--- config.mk ---
export PLATFORM = sky130hd
export DESIGN_NAME = nexthop_latency_loss_tracker_unit
export DESIGN_NICKNAME = d
export VERILOG_FILES = /design/src/hdl/nllt_pkg.sv /design/src/hdl/nllt_div.sv /design/src/hdl/nllt_dp.sv /design/src/hdl/nllt_ctrl.sv /design/src/hdl/nexthop_latency_loss_tracker_unit.sv
export SDC_FILE = /design/constraint.sdc
export NUM_CORES = 2
export LEC_CHECK = 0
export ABC_CLOCK_PERIOD_IN_PS = 17000
export BUFFER_PORTS_ARGS = -buffer_cell sky130_fd_sc_hd__buf_2
export CAP_MARGIN = 20
export CORE_UTILIZATION = 60
export CTS_CLUSTER_DIAMETER = 30
export CTS_CLUSTER_SIZE = 28
export DETAILED_ROUTE_END_ITERATION = 16
export GPL_ROUTABILITY_DRIVEN = 0
export PLACE_DENSITY = 0.78
export SKIP_LAST_GASP = 1
export SLEW_MARGIN = 10
export SYNTH_ARGS = -nofsm -noshare
export SYNTH_HDL_FRONTEND = slang
export SYNTH_SLANG_ARGS = --single-unit
--- constraint.sdc ---
create_clock -name clk -period 17 [get_ports clk]
set_input_delay 3.4 -clock clk [delete_from_list [all_inputs] [get_ports clk]]
set_output_delay 3.4 -clock clk [all_outputs]
set_load 0.005 [all_outputs]
--- src/hdl/nllt_pkg.sv ---
// Package for the next-hop latency and loss tracker.
// Holds event codes, divider operation codes, fixed-point constants and the
// command/status structs shared by the controller and the datapath.
package nllt_pkg;

  localparam int RTT_INT_BITS       = 20;
  localparam int RTT_FRAC_BITS      = 8;
  localparam int RTT_W              = RTT_INT_BITS + RTT_FRAC_BITS;
  localparam int COUNTER_BITS_DEF   = 16;
  localparam int FUNC_W             = 4;
  localparam int ROUND_W            = 32;
  localparam int LOSS_W             = 16;
  localparam int SILENT_W           = 8;
  localparam int CFG_IDX_W          = 2;
  localparam int CFG_DATA_W         = 16;
  localparam int IN_TDATA_W         = 56;
  localparam int OUT_TDATA_W        = 152;

  localparam logic [7:0]  MAX_SILENT_RST = 8'd4;
  localparam logic [7:0]  MIN_CLEAN_RST  = 8'd10;
  localparam logic [15:0] MAX_LOSS_RST   = 16'd6554;

  localparam logic [CFG_IDX_W-1:0] CFG_MAX_SILENT = 2'd0;
  localparam logic [CFG_IDX_W-1:0] CFG_MIN_CLEAN  = 2'd1;
  localparam logic [CFG_IDX_W-1:0] CFG_MAX_LOSS   = 2'd2;

  typedef enum logic [FUNC_W-1:0] {
    FN_RTT        = 4'd0,
    FN_PKT        = 4'd1,
    FN_PROBE_SENT = 4'd2,
    FN_PROBE_LOST = 4'd3,
    FN_ROUND      = 4'd4,
    FN_TRY_SWITCH = 4'd5,
    FN_CLR_SWITCH = 4'd6,
    FN_UNUSED     = 4'd7,
    FN_ALLOW      = 4'd8,
    FN_QUERY      = 4'd9,
    FN_RESET      = 4'd10
  } func_t;

  typedef enum logic [1:0] {
    OP_RTT   = 2'd0,
    OP_RATIO = 2'd1,
    OP_LOSS  = 2'd2,
    OP_QUEUE = 2'd3
  } div_op_t;

  typedef struct packed {
    logic    load;
    logic    apply;
    logic    div_start;
    div_op_t start_op;
    logic    commit;
    div_op_t commit_op;
    logic    queue_one;
    logic    form;
  } dp_cmd_t;

  typedef struct packed {
    logic [FUNC_W-1:0] func;
    logic              tgt_valid;
    logic              both_valid;
    logic              sent_nz;
    logic              div_done;
    logic              out_free;
  } dp_status_t;

endpackage

--- src/hdl/nllt_div.sv ---
// Bit-serial restoring divider, one quotient bit per cycle.
// Uses no package items; computes the per-round loss ratio.
module nllt_div #(
  parameter int NW = 34,
  parameter int DW = 16
) (
  input  logic          clk,
  input  logic          rst_n,
  input  logic          start,
  input  logic [NW-1:0] num,
  input  logic [DW-1:0] den,
  output logic [NW-1:0] quo,
  output logic          done
);

  localparam int CW = $clog2(NW + 1);

  logic [NW-1:0] quo_r;
  logic [DW-1:0] rem_r;
  logic [DW-1:0] den_r;
  logic [CW-1:0] cnt_r;
  logic          busy_r;
  logic          done_r;
  logic [DW:0]   trial;
  logic          fits;

  assign trial = {rem_r, quo_r[NW-1]};
  assign fits  = trial >= {1'b0, den_r};

  always_ff @(posedge clk) begin
    if (!rst_n) begin
      busy_r <= 1'b0;
      done_r <= 1'b0;
      cnt_r  <= '0;
    end else if (start) begin
      busy_r <= 1'b1;
      done_r <= 1'b0;
      cnt_r  <= CW'(NW);
      quo_r  <= num;
      den_r  <= den;
      rem_r  <= '0;
    end else if (busy_r) begin
      rem_r <= fits ? DW'(trial - {1'b0, den_r}) : DW'(trial);
      quo_r <= {quo_r[NW-2:0], fits};
      cnt_r <= cnt_r - 1'b1;
      if (cnt_r == CW'(1)) begin
        busy_r <= 1'b0;
        done_r <= 1'b1;
      end
    end else begin
      done_r <= 1'b0;
    end
  end

  assign quo  = quo_r;
  assign done = done_r;

endmodule

--- src/hdl/nllt_dp.sv ---
// Datapath: tracker state, configuration registers, the loss ratio divider,
// the constant dividers and the output register. Depends on nllt_pkg and nllt_div.
module nllt_dp #(
  parameter int COUNTER_BITS = nllt_pkg::COUNTER_BITS_DEF
) (
  input  logic                                clk,
  input  logic                                rst_n,
  input  nllt_pkg::dp_cmd_t                   cmd,
  output nllt_pkg::dp_status_t                sts,
  input  logic [nllt_pkg::FUNC_W-1:0]         in_tuser,
  input  logic [nllt_pkg::IN_TDATA_W-1:0]     in_tdata,
  input  logic                                cfg_we,
  input  logic [nllt_pkg::CFG_IDX_W-1:0]      cfg_index,
  input  logic [nllt_pkg::CFG_DATA_W-1:0]     cfg_wdata,
  output logic                                out_tvalid,
  input  logic                                out_tready,
  output logic [nllt_pkg::OUT_TDATA_W-1:0]    out_tdata
);
  import nllt_pkg::*;

  localparam int CB     = COUNTER_BITS;
  localparam int DIV_NW = CB + 16;
  // ceil(2^34 / 5): exact n/5 and n/10 for any 32-bit n
  localparam logic [31:0] K_RECIP = 32'hCCCC_CCCD;

  logic [7:0]        max_silent_r, min_clean_r;
  logic [15:0]       max_loss_r;

  logic [FUNC_W-1:0] func_r;
  logic [19:0]       rtt_r;
  logic [ROUND_W-1:0] round_r;
  logic              allow_r;

  logic              in_use_r, allowed_r;
  logic [CB-1:0]     pkts_r, switch_cnt_r, probes_rx_r, sent_r, lost_r;
  logic [ROUND_W-1:0] last_round_r;
  logic [7:0]        silent_r, clean_r;
  logic [RTT_W-1:0]  probe_avg_r, use_avg_r, queue_r;
  logic              probe_vld_r, use_vld_r;
  logic [LOSS_W-1:0] loss_r;

  logic              out_vld_r;
  logic [OUT_TDATA_W-1:0] out_data_r;

  logic [RTT_W-1:0]  sample, tgt_avg, qdiff;
  logic              tgt_vld;
  logic [DIV_NW-1:0] div_num, div_quo;
  logic              div_go, div_done;
  logic [33:0]       k_sum;
  logic [31:0]       k_num, k_num_r;
  logic              k_by10, k_by10_r, k_run_r, k_done_r;
  logic [63:0]       k_prod_r;
  logic [RTT_W-1:0]  k_quo;
  logic [LOSS_W-1:0] ratio_sat;
  logic              dead;
  logic [RTT_W-1:0]  f_probe, f_use, f_live, f_queue;
  logic              f_pvld;
  logic [RTT_W-1:0]  f_pavg;
  logic              lossy;

  assign sample  = RTT_W'(rtt_r) << RTT_FRAC_BITS;
  assign tgt_vld = in_use_r ? use_vld_r : probe_vld_r;
  assign tgt_avg = in_use_r ? use_avg_r : probe_avg_r;
  assign qdiff   = (use_avg_r < probe_avg_r) ? RTT_W'(1) : use_avg_r - probe_avg_r;
  assign ratio_sat = (|div_quo[DIV_NW-1:LOSS_W]) ? '1 : div_quo[LOSS_W-1:0];

  // operands for the divide by 10 or by 20 (as /4 then /5)
  always_comb begin
    k_sum  = '0;
    k_num  = '0;
    k_by10 = 1'b1;
    case (cmd.start_op)
      OP_RTT: begin
        k_sum = (34'(tgt_avg) << 3) + 34'(tgt_avg) + 34'(sample) + 34'd5;
        k_num = k_sum[31:0];
      end
      OP_LOSS: begin
        k_sum = 34'(loss_r) * 34'd7 + 34'(ratio_sat) * 34'd3 + 34'd5;
        k_num = k_sum[31:0];
      end
      OP_QUEUE: begin
        k_sum  = 34'(queue_r) * 34'd19 + 34'(qdiff) + 34'd10;
        k_num  = k_sum[33:2];
        k_by10 = 1'b0;
      end
      default: ;
    endcase
  end

  always_ff @(posedge clk) begin
    if (!rst_n) begin
      k_run_r  <= 1'b0;
      k_done_r <= 1'b0;
    end else begin
      k_run_r  <= cmd.div_start && (cmd.start_op != OP_RATIO);
      k_done_r <= k_run_r;
    end
  end

  always_ff @(posedge clk) begin
    if (cmd.div_start) begin
      k_num_r  <= k_num;
      k_by10_r <= k_by10;
    end
    if (k_run_r) k_prod_r <= 64'(k_num_r) * 64'(K_RECIP);
  end

  assign k_quo = k_by10_r ? k_prod_r[62:35] : k_prod_r[61:34];

  assign div_num = DIV_NW'(lost_r) << 16;
  assign div_go  = cmd.div_start && (cmd.start_op == OP_RATIO);

  nllt_div #(.NW(DIV_NW), .DW(CB)) u_div (
    .clk   (clk),
    .rst_n (rst_n),
    .start (div_go),
    .num   (div_num),
    .den   (sent_r),
    .quo   (div_quo),
    .done  (div_done)
  );

  // result view, with probe adoption
  always_comb begin
    dead   = silent_r > max_silent_r;
    f_pvld = probe_vld_r;
    f_pavg = probe_avg_r;
    if (!dead && !probe_vld_r && use_vld_r) begin
      f_pvld = 1'b1;
      f_pavg = use_avg_r;
    end
    f_probe = f_pvld ? f_pavg : '0;
    f_use   = use_vld_r ? use_avg_r : f_probe;
    f_live  = in_use_r ? f_use : f_probe;
    f_queue = queue_r;
    if (dead) begin
      f_probe = '1;
      f_use   = '1;
      f_live  = '1;
      f_queue = '0;
    end
    lossy = (clean_r < min_clean_r) || (loss_r > max_loss_r);
  end

  always_ff @(posedge clk) begin
    if (!rst_n) begin
      max_silent_r <= MAX_SILENT_RST;
      min_clean_r  <= MIN_CLEAN_RST;
      max_loss_r   <= MAX_LOSS_RST;
    end else if (cfg_we) begin
      case (cfg_index)
        CFG_MAX_SILENT: max_silent_r <= cfg_wdata[7:0];
        CFG_MIN_CLEAN:  min_clean_r  <= cfg_wdata[7:0];
        CFG_MAX_LOSS:   max_loss_r   <= cfg_wdata;
        default: ;
      endcase
    end
  end

  always_ff @(posedge clk) begin
    if (cmd.load) begin
      func_r  <= in_tuser;
      rtt_r   <= in_tdata[19:0];
      round_r <= in_tdata[51:20];
      allow_r <= in_tdata[52];
    end
  end

  always_ff @(posedge clk) begin
    if (!rst_n || (cmd.apply && func_r == FN_RESET)) begin
      in_use_r     <= 1'b0;
      allowed_r    <= 1'b1;
      pkts_r       <= '0;
      last_round_r <= '0;
      switch_cnt_r <= '0;
      probes_rx_r  <= '0;
      silent_r     <= '0;
      sent_r       <= '0;
      lost_r       <= '0;
      clean_r      <= rst_n ? min_clean_r : MIN_CLEAN_RST;
      probe_avg_r  <= '0;
      probe_vld_r  <= 1'b0;
      use_avg_r    <= '0;
      use_vld_r    <= 1'b0;
      queue_r      <= RTT_W'(1);
      loss_r       <= '0;
    end else begin
      if (cmd.apply) begin
        case (func_r)
          FN_RTT: begin
            if (probes_rx_r != '1) probes_rx_r <= probes_rx_r + 1'b1;
            if (!tgt_vld) begin
              if (in_use_r) begin
                use_avg_r <= sample;
                use_vld_r <= 1'b1;
              end else begin
                probe_avg_r <= sample;
                probe_vld_r <= 1'b1;
              end
            end
          end
          FN_PKT: begin
            in_use_r <= 1'b1;
            if (pkts_r != '1) pkts_r <= pkts_r + 1'b1;
          end
          FN_PROBE_SENT: if (sent_r != '1) sent_r <= sent_r + 1'b1;
          FN_PROBE_LOST: if (lost_r != '1) lost_r <= lost_r + 1'b1;
          FN_ROUND: begin
            if (pkts_r == '0) in_use_r <= 1'b0;
            pkts_r <= '0;
            if (probes_rx_r == '0) begin
              if (silent_r != '1) silent_r <= silent_r + 1'b1;
            end else begin
              silent_r <= '0;
            end
            probes_rx_r <= '0;
            sent_r      <= '0;
            lost_r      <= '0;
          end
          FN_TRY_SWITCH: begin
            if (switch_cnt_r == '0 || round_r == last_round_r + 1'b1) begin
              last_round_r <= round_r;
              if (switch_cnt_r != '1) switch_cnt_r <= switch_cnt_r + 1'b1;
            end else begin
              switch_cnt_r <= '0;
            end
          end
          FN_CLR_SWITCH: switch_cnt_r <= '0;
          FN_UNUSED:     in_use_r <= 1'b0;
          FN_ALLOW:      allowed_r <= allow_r;
          default: ;
        endcase
      end
      if (cmd.commit) begin
        case (cmd.commit_op)
          OP_RTT: begin
            if (in_use_r) use_avg_r <= k_quo;
            else          probe_avg_r <= k_quo;
          end
          OP_LOSS: begin
            loss_r <= k_quo[LOSS_W-1:0];
            if (k_quo[LOSS_W-1:0] > max_loss_r) clean_r <= '0;
            else if (clean_r != '1)             clean_r <= clean_r + 1'b1;
          end
          OP_QUEUE: queue_r <= k_quo;
          default: ;
        endcase
      end
      if (cmd.queue_one) queue_r <= RTT_W'(1);
      if (cmd.form) begin
        probe_vld_r <= f_pvld;
        probe_avg_r <= f_pavg;
      end
    end
  end

  always_ff @(posedge clk) begin
    if (!rst_n) begin
      out_vld_r <= 1'b0;
    end else if (cmd.form) begin
      out_vld_r <= 1'b1;
    end else if (out_tready) begin
      out_vld_r <= 1'b0;
    end
  end

  always_ff @(posedge clk) begin
    if (cmd.form) begin
      out_data_r <= {4'b0, loss_r, 16'(switch_cnt_r), in_use_r, allowed_r, lossy, dead,
                     f_queue, f_use, f_probe, f_live};
    end
  end

  assign out_tvalid = out_vld_r;
  assign out_tdata  = out_data_r;

  assign sts.func       = func_r;
  assign sts.tgt_valid  = tgt_vld;
  assign sts.both_valid = use_vld_r && probe_vld_r;
  assign sts.sent_nz    = sent_r != '0;
  assign sts.div_done   = div_done || k_done_r;
  assign sts.out_free   = !out_vld_r || out_tready;

endmodule

--- src/hdl/nllt_ctrl.sv ---
// Controller: sequences accept, event update, divider passes and result load.
// Depends on nllt_pkg.
module nllt_ctrl (
  input  logic                 clk,
  input  logic                 rst_n,
  input  logic                 in_tvalid,
  output logic                 in_tready,
  input  nllt_pkg::dp_status_t sts,
  output nllt_pkg::dp_cmd_t    cmd
);
  import nllt_pkg::*;

  typedef enum logic [4:0] {
    ST_IDLE  = 5'b00001,
    ST_APPLY = 5'b00010,
    ST_DIV   = 5'b00100,
    ST_QCHK  = 5'b01000,
    ST_FORM  = 5'b10000
  } state_t;

  state_t  state_r, state_nxt;
  div_op_t op_r, op_nxt;

  always_comb begin
    state_nxt = state_r;
    op_nxt    = op_r;
    cmd       = '0;
    in_tready = 1'b0;
    case (state_r)
      ST_IDLE: begin
        in_tready = 1'b1;
        if (in_tvalid) begin
          cmd.load  = 1'b1;
          state_nxt = ST_APPLY;
        end
      end
      ST_APPLY: begin
        cmd.apply = 1'b1;
        if (sts.func == FN_RTT) begin
          if (sts.tgt_valid) begin
            cmd.div_start = 1'b1;
            cmd.start_op  = OP_RTT;
            op_nxt        = OP_RTT;
            state_nxt     = ST_DIV;
          end else begin
            state_nxt = ST_QCHK;
          end
        end else if (sts.func == FN_ROUND && sts.sent_nz) begin
          cmd.div_start = 1'b1;
          cmd.start_op  = OP_RATIO;
          op_nxt        = OP_RATIO;
          state_nxt     = ST_DIV;
        end else begin
          state_nxt = ST_FORM;
        end
      end
      ST_DIV: begin
        if (sts.div_done) begin
          cmd.commit    = 1'b1;
          cmd.commit_op = op_r;
          case (op_r)
            OP_RTT:   state_nxt = ST_QCHK;
            OP_RATIO: begin
              cmd.div_start = 1'b1;
              cmd.start_op  = OP_LOSS;
              op_nxt        = OP_LOSS;
            end
            default:  state_nxt = ST_FORM;
          endcase
        end
      end
      ST_QCHK: begin
        if (sts.both_valid) begin
          cmd.div_start = 1'b1;
          cmd.start_op  = OP_QUEUE;
          op_nxt        = OP_QUEUE;
          state_nxt     = ST_DIV;
        end else begin
          cmd.queue_one = 1'b1;
          state_nxt     = ST_FORM;
        end
      end
      ST_FORM: begin
        if (sts.out_free) begin
          cmd.form  = 1'b1;
          state_nxt = ST_IDLE;
        end
      end
      default: state_nxt = ST_IDLE;
    endcase
  end

  always_ff @(posedge clk) begin
    if (!rst_n) begin
      state_r <= ST_IDLE;
      op_r    <= OP_RTT;
    end else begin
      state_r <= state_nxt;
      op_r    <= op_nxt;
    end
  end

endmodule

--- src/hdl/nexthop_latency_loss_tracker_unit.sv ---
// Top level of the next-hop latency and loss tracker.
// Depends on nllt_pkg, nllt_ctrl and nllt_dp (which holds nllt_div).
//
// Takes one event per item and returns one result item showing the state
// after it. Most events pass through accept, update and result load. The
// averages divide by constants through a two-stage reciprocal multiply, so an
// RTT sample with an existing average passes through update, the divide
// stages, queue check, the queue divide when both averages are valid, and
// result load; a first sample takes the same path without the average divide.
// A round tick with sent probes runs the loss ratio through the bit-serial
// divider (COUNTER_BITS+16 quotient bits) and then the loss average. The
// result load waits while the output register holds an item that is not
// taken; the next item is taken while a result waits there.
module nexthop_latency_loss_tracker_unit #(
  parameter int COUNTER_BITS = nllt_pkg::COUNTER_BITS_DEF
) (
  input  logic                             clk,
  input  logic                             rst_n,
  input  logic                             in_tvalid,
  output logic                             in_tready,
  // rtt_sample, round_number, allowed_value
  input  logic [nllt_pkg::IN_TDATA_W-1:0]  in_tdata,
  // func
  input  logic [nllt_pkg::FUNC_W-1:0]      in_tuser,
  output logic                             out_tvalid,
  input  logic                             out_tready,
  // rtt_live, rtt_probe, rtt_used, queuing_delay, face_dead, lossy_flag,
  // allowed_flag, in_use_flag, switch_attempts, loss_average
  output logic [nllt_pkg::OUT_TDATA_W-1:0] out_tdata,
  input  logic                             cfg_we,
  input  logic [nllt_pkg::CFG_IDX_W-1:0]   cfg_index,
  input  logic [nllt_pkg::CFG_DATA_W-1:0]  cfg_wdata
);
  import nllt_pkg::*;

  dp_cmd_t    cmd;
  dp_status_t sts;

  nllt_ctrl u_ctrl (
    .clk       (clk),
    .rst_n     (rst_n),
    .in_tvalid (in_tvalid),
    .in_tready (in_tready),
    .sts       (sts),
    .cmd       (cmd)
  );

  nllt_dp #(.COUNTER_BITS(COUNTER_BITS)) u_dp (
    .clk        (clk),
    .rst_n      (rst_n),
    .cmd        (cmd),
    .sts        (sts),
    .in_tuser   (in_tuser),
    .in_tdata   (in_tdata),
    .cfg_we     (cfg_we),
    .cfg_index  (cfg_index),
    .cfg_wdata  (cfg_wdata),
    .out_tvalid (out_tvalid),
    .out_tready (out_tready),
    .out_tdata  (out_tdata)
  );

endmodule

Word-level counts from Yosys, hierarchy flattened:

Index checks and enable logic that the tools add are counted.

* bits of input ports: 83
* logic and storage cells: 281
* output and inout port bits: 154
* bits in registers: 647

* muxes and demuxes: 96
* bitwise logic cells: 3
* reductions and logical operators: 64
* $mul: 4
* $add $sub $neg: 18
* eq/ne operators: 49
* order comparisons: 6

Operator list (count)
* 28-bit 2-to-1 mux: 22
* 16-bit one-hot mux with 2 select lines: 5
* 16-bit 2-to-1 mux: 9
* 32-bit one-hot mux with 3 select lines: 1
* 16-bit by 1-bit adder with 16-bit output (second input constant): 5
* 16-bit inequality test (second input constant): 5
* 32-bit by 3-bit adder with 32-bit output (second input constant): 2
* 32-bit 2-to-1 mux: 2
* 8-bit 2-to-1 mux: 8
* 32-bit by 32-bit multiplier with 63-bit output (second input constant): 1
* 16-bit logical NOT: 3
* 33-bit by 28-bit adder with 34-bit output: 1
* 34-bit by 4-bit adder with 34-bit output (second input constant): 1
* 28-bit by 5-bit multiplier with 33-bit output (second input constant): 1
* 31-bit by 28-bit adder with 32-bit output: 1
* 32-bit by 1-bit adder with 32-bit output (second input constant): 1
* 32-bit by 28-bit adder with 32-bit output: 1
* 32-bit == test: 1
* 16-bit > comparator: 2
* 5-bit 2-to-1 mux: 6
* 28-bit less-than comparator: 1
* 28-bit subtractor: 1
* 3-bit AND reduction: 9
* 5-bit one-hot mux with 5 select lines: 1
* other kinds (51): 150

Depth between registers and ports, before layout:

* depth after elaboration: 9
* gate-level depth with buffers: 33
* mapped depth without buffers: 32

Cells and area by module:

Synthesis repeated with hierarchy kept, for this count alone.

* cell total of the unflattened synthesis: 5240
* area total of the unflattened synthesis: 53591.4 µm²

By module, submodules not included
* nllt_dp: cells an instance 4838, area an instance 49180.9 µm², sequential area each 13442.9 µm², instances 1
* nllt_div: cells an instance 329, area an instance 3875.0 µm², sequential area each 2082.0 µm², instances 1
* nllt_ctrl: cells an instance 73, area an instance 535.5 µm², sequential area each 140.1 µm², instances 1

Least setup slack after synthesis:

Ideal clock, no wire load.

* path kind: input to register
* start point: in out_tready
* end point: reg u_dp.out_data_r[0], in the netlist u_dp.out_tdata[0], enable pin
* data required time: 16.430 ns
* arrival time: 8.253 ns
* path buffers: 2
* setup slack: 8.177 ns
* cell stages on the path: 4
* setup time: 0.570 ns
* cell sequence: nand2b_1 nor2b_1 clkbuf_1 clkbuf_1

RTL lines
* start: declaration: RTL line nexthop_latency_loss_tracker_unit.sv:26 `input logic out_tready,`
* end signal: assignment: RTL line nllt_dp.sv:269 `out_data_r <= {4'b0, loss_r, 16'(switch_cnt_r), in_use_r, allowed_r, lossy, dead,`
* end: declaration: RTL line nllt_dp.sv:43 `logic [OUT_TDATA_W-1:0] out_data_r;`

Final worst setup path:

* start point: reg u_dp.k_num_r[20]
* end point: reg u_dp.k_prod_r[59] (data pin)

* longest elaborated chain between the ends: 1

RTL lines
* start: declaration: RTL line nllt_dp.sv:50 `logic [31:0] k_num, k_num_r;`
* start signal: assignment: RTL line nllt_dp.sv:102 `k_num_r <= k_num;`
* 32-bit by 32-bit multiplier with 63-bit output: RTL line nllt_dp.sv:105 `if (k_run_r) k_prod_r <= 64'(k_num_r) * 64'(K_RECIP);`
* end signal: assignment: RTL line nllt_dp.sv:105
* end: declaration: RTL line nllt_dp.sv:52 `logic [63:0] k_prod_r;`

Every way passes these cells.
A chain may end at the register's enable or synchronous reset.

==> out/qor.yml <==
finalWorstSetupSlack_ns: 7.64
ys_warn_count: 0
synth-seq-cells: 613
powerDensity_nw_per_um2: 66.6
hp-class: "reg2reg"
die_y_um: 300
r2r_start: "u_dp.k_num_r[20]$_DFFE_PP_"
drv_cap: 0
dr_total_vias: 40819
clock_sinks: 613
rsz0062_at_grt: "false"
worst_clock_skew_ns: 0.0299
worstSetupPathType: "reg2reg"
grt.total_usage_pct: 31.2
synth_top_area_share_pct: 19.7
hold_depth: 0
crit_family: "adder cells"
cpPeakStageDelay_ns: 1.07
final_cells: 6805
hold_viol_final: 0
cts_setup_buffers: 0
report.final.slew_viol_count: 0
via_per_inst: 6.00
drcViolationCount: 0
period_needed_ns: 9.36
rows: 109
cts_root_buf: "clkbuf_16"
final_nets: 6744
cp.required_ns: 17.40
dr.pass1.iters: 5
die_x_um: 300
cpMostUsedCell: "fa_1"
ir_drop_v: 0.0000907
crit_fanout: 6
hold_buffers: 0
p_leak_nw: 27.1
rr_endpoint: "u_dp.k_prod_r[59]$_DFFE_PP_"
antenna_found_initial: 5
cts_tree: "yes"
fill_cells: 6449
place_hpwl_mm: 108
avgSynthCellArea_sq_um: 10.1
clkLatencyLatePin_ns: 0.68
regArea_sq_um: 15700
synth_area_leaders: "fa_1 (20%), edfxtp_1 (19%), ha_1 (14%)"
grt_pass1_wl_mm: 221
synth_area_sq_um: 53400
yosys.area.top_type: "fa_1"
syn_to_final_growth_pct: 11.7
finalCritPeriodShare_pct: 55.1
wl_per_cell_um: 20.6
rrSetupSlack_ns: 7.64
synth_flop_cell: "edfxtp_1"
pre_cts_slack_ns: 8.15
slowest_stage: "nor4_1"
slew_headroom_pct: 19.9
numCtsBuffers: 107
netlist_instances: 5316
synth_edf_count: 339
fp.dieArea_sq_um: 90200
core_area_sq_um: 88200
start_kind: "flip-flop"
multiInputGateArea_sq_um: 33900
cts.path.max_buffers: 3
start_util_pct: 60.5
r2r_cells: 22
critPathArrivalTime_ns: 9.76
setup_viol_count_final: 0
synth_async_sr_flop_share_pct: 0
clkTransAtPathRegs_ns: 0.05
cp_num_buf_inv: 4
ant_nets: 0
status: "finished clean"
critPathCaptureType: "flip-flop"
grt_max_degree: 206
dp_cells: 6594
portBuffers: 229
htreeDepth: 3
io_pins: 237
worst_slew_pin_slew_ns: 1.19
first_global_vias: 41015
drt-initial-drc-count: 3404
layout-drive-gt1-share_pct: 9.51
min_to: "u_dp.out_tdata[114]$_DFFE_PP_"
final_util_pct: 67.7
drt_wl_total_mm: 140
grt_overflow: 0
path_cells: "ha_1 -> inv_1 -> fa_1 -> fa_1 -> fa_1 -> fa_1 -> inv_1 -> fa_1 -> fa_1 -> inv_1 -> fa_1 -> inv_1 -> ha_1 -> and4_1 -> nand3_1 -> nor4_1 -> a21oi_1 -> a21oi_1 -> o31ai_1 -> a211oi_1 -> o22ai_1 -> xnor2_1"
yosysUniqueCellTypes: 87
tns_ns: 0
worstHoldStart: "u_dp.allowed_r$_SDFFE_PN1P_"
cts_resized: 0
fmax_ghz: 0.107
ys_seq_area_share_pct: 29.3
[sequential cells by signal, indices dropped and copies added, names as in the netlist, 20 cells and up]
signal / flops
u_dp.out_tdata: 148
u_dp.k_num_r: 32
u_dp.last_round_r: 32
u_dp.round_r: 32
u_dp.u_div.quo: 32
u_dp.k_prod_r: 29
u_dp.probe_avg_r: 28
u_dp.queue_r: 28
u_dp.use_avg_r: 28
u_dp.rtt_r: 20
[worst max path at each step]
stage	start	end	slack, ns	cells after the start
5_1_grt	u_dp.k_num_r[18]$_DFFE_PP_	u_dp.k_prod_r[59]$_DFFE_PP_	7.45	24
2_1_floorplan	out_tready	u_dp.out_tdata[0]$_SDFFCE_PP1P_	8.18	4
4_1_cts	u_dp.k_num_r[19]$_DFFE_PP_	u_dp.k_prod_r[59]$_DFFE_PP_	7.96	22
6_report	u_dp.k_num_r[20]$_DFFE_PP_	u_dp.k_prod_r[59]$_DFFE_PP_	7.64	22
3_5_place_dp	u_dp.k_num_r[19]$_DFFE_PP_	u_dp.k_prod_r[59]$_DFFE_PP_	8.15	22
3_3_place_gp	u_dp.k_num_r[16]$_DFFE_PP_	u_dp.k_prod_r[59]$_DFFE_PP_	8.13	22
[synthesized netlist by cell type (all sizes together), types with 126 or more instances]
cell,number
a211oi,126
xnor2,135
edfxtp,339
fa,527
clkbuf,129
inv,878
nor2,379
a21oi,203
o21ai,155
ha,591
nand2,325
dfxtp,274
[worst reg2reg max path: cells and delay by family (launching register included)]
| family | cells | cell delay (ns) |
|---|---|---|
| buffers and inverters | 4 | 0.27 |
| AO/OA/AOI/OAI | 5 | 1.88 |
| flip-flops | 1 | 0.57 |
| AND/OR/NAND/NOR | 3 | 1.56 |
| adder cells (fa/ha/maj) | 9 | 4.65 |
| XOR/XNOR | 1 | 0.18 |
[placed cells by master, fill, tap and decap left out, types with 111 or more instances in the layout]
cell         n
dfxtp_1    273
nand2_1    325
xnor2_1    135
nand3_1    117
edfxtp_1   339
buf_2      229
mux2i_1    112
a211oi_1   126
inv_1      877
xor2_1     111
fa_1       527
ha_1       591
clkbuf_16  112
o21ai_0    151
a21oi_1    201
nor2_1     372
[per-stage QoR]
stage | hold WS, ns | instance area, sq um | total power [mW]
after global placement | 0.421 | 55800 | 1.79
final | 0.434 | 59700 | 3.98
after floorplan | 0.409 | 53400 | 1.74
after CTS | 0.434 | 59600 | 4.00
after global routing | 0.438 | 59700 | 4.08
after detailed placement | 0.422 | 55800 | 1.80
[per-layer routing]
layer  wire [um]  vias up  global-route usage (%)
met5          31        -                       0
met4        6640        6                    14.0
met3       10100      397                    5.29
met2       66800     1724                    51.2
met1       56600    19929                    40.5
li1            -    18763                       -
[logic make-up after synthesis]
family	Yosys count	share of synthesized area [%]
simple gates	1239	11.1
fa+ha+maj	1118	33.6
buf+inv	1040	7.37
compound gates	933	12.2
flops	613	29.3
xor+xnor	246	4.03
mux	126	2.39
other cells	1	0.00702
[cell type report]
class / instances / area share (%)
Antenna cell: 3 / 0.0126
Clock buffer: 127 / 4.82
Clock inverter: 76 / 1.50
Inverter: 881 / 5.54
Multi-Input combinational cell: 3666 / 56.8
Sequential cell: 613 / 26.2
Tap cell: 1165 / 2.44
Timing Repair Buffer: 274 / 2.62
[where the power goes]
group	leakage, nW	switching (mW)	internal, mW
combinational	19.9	0.110	0.0652
sequential	5.39	0.0181	1.58
clock	1.82	0.797	1.41
Note: power is estimated with default switching activity, not from simulation.
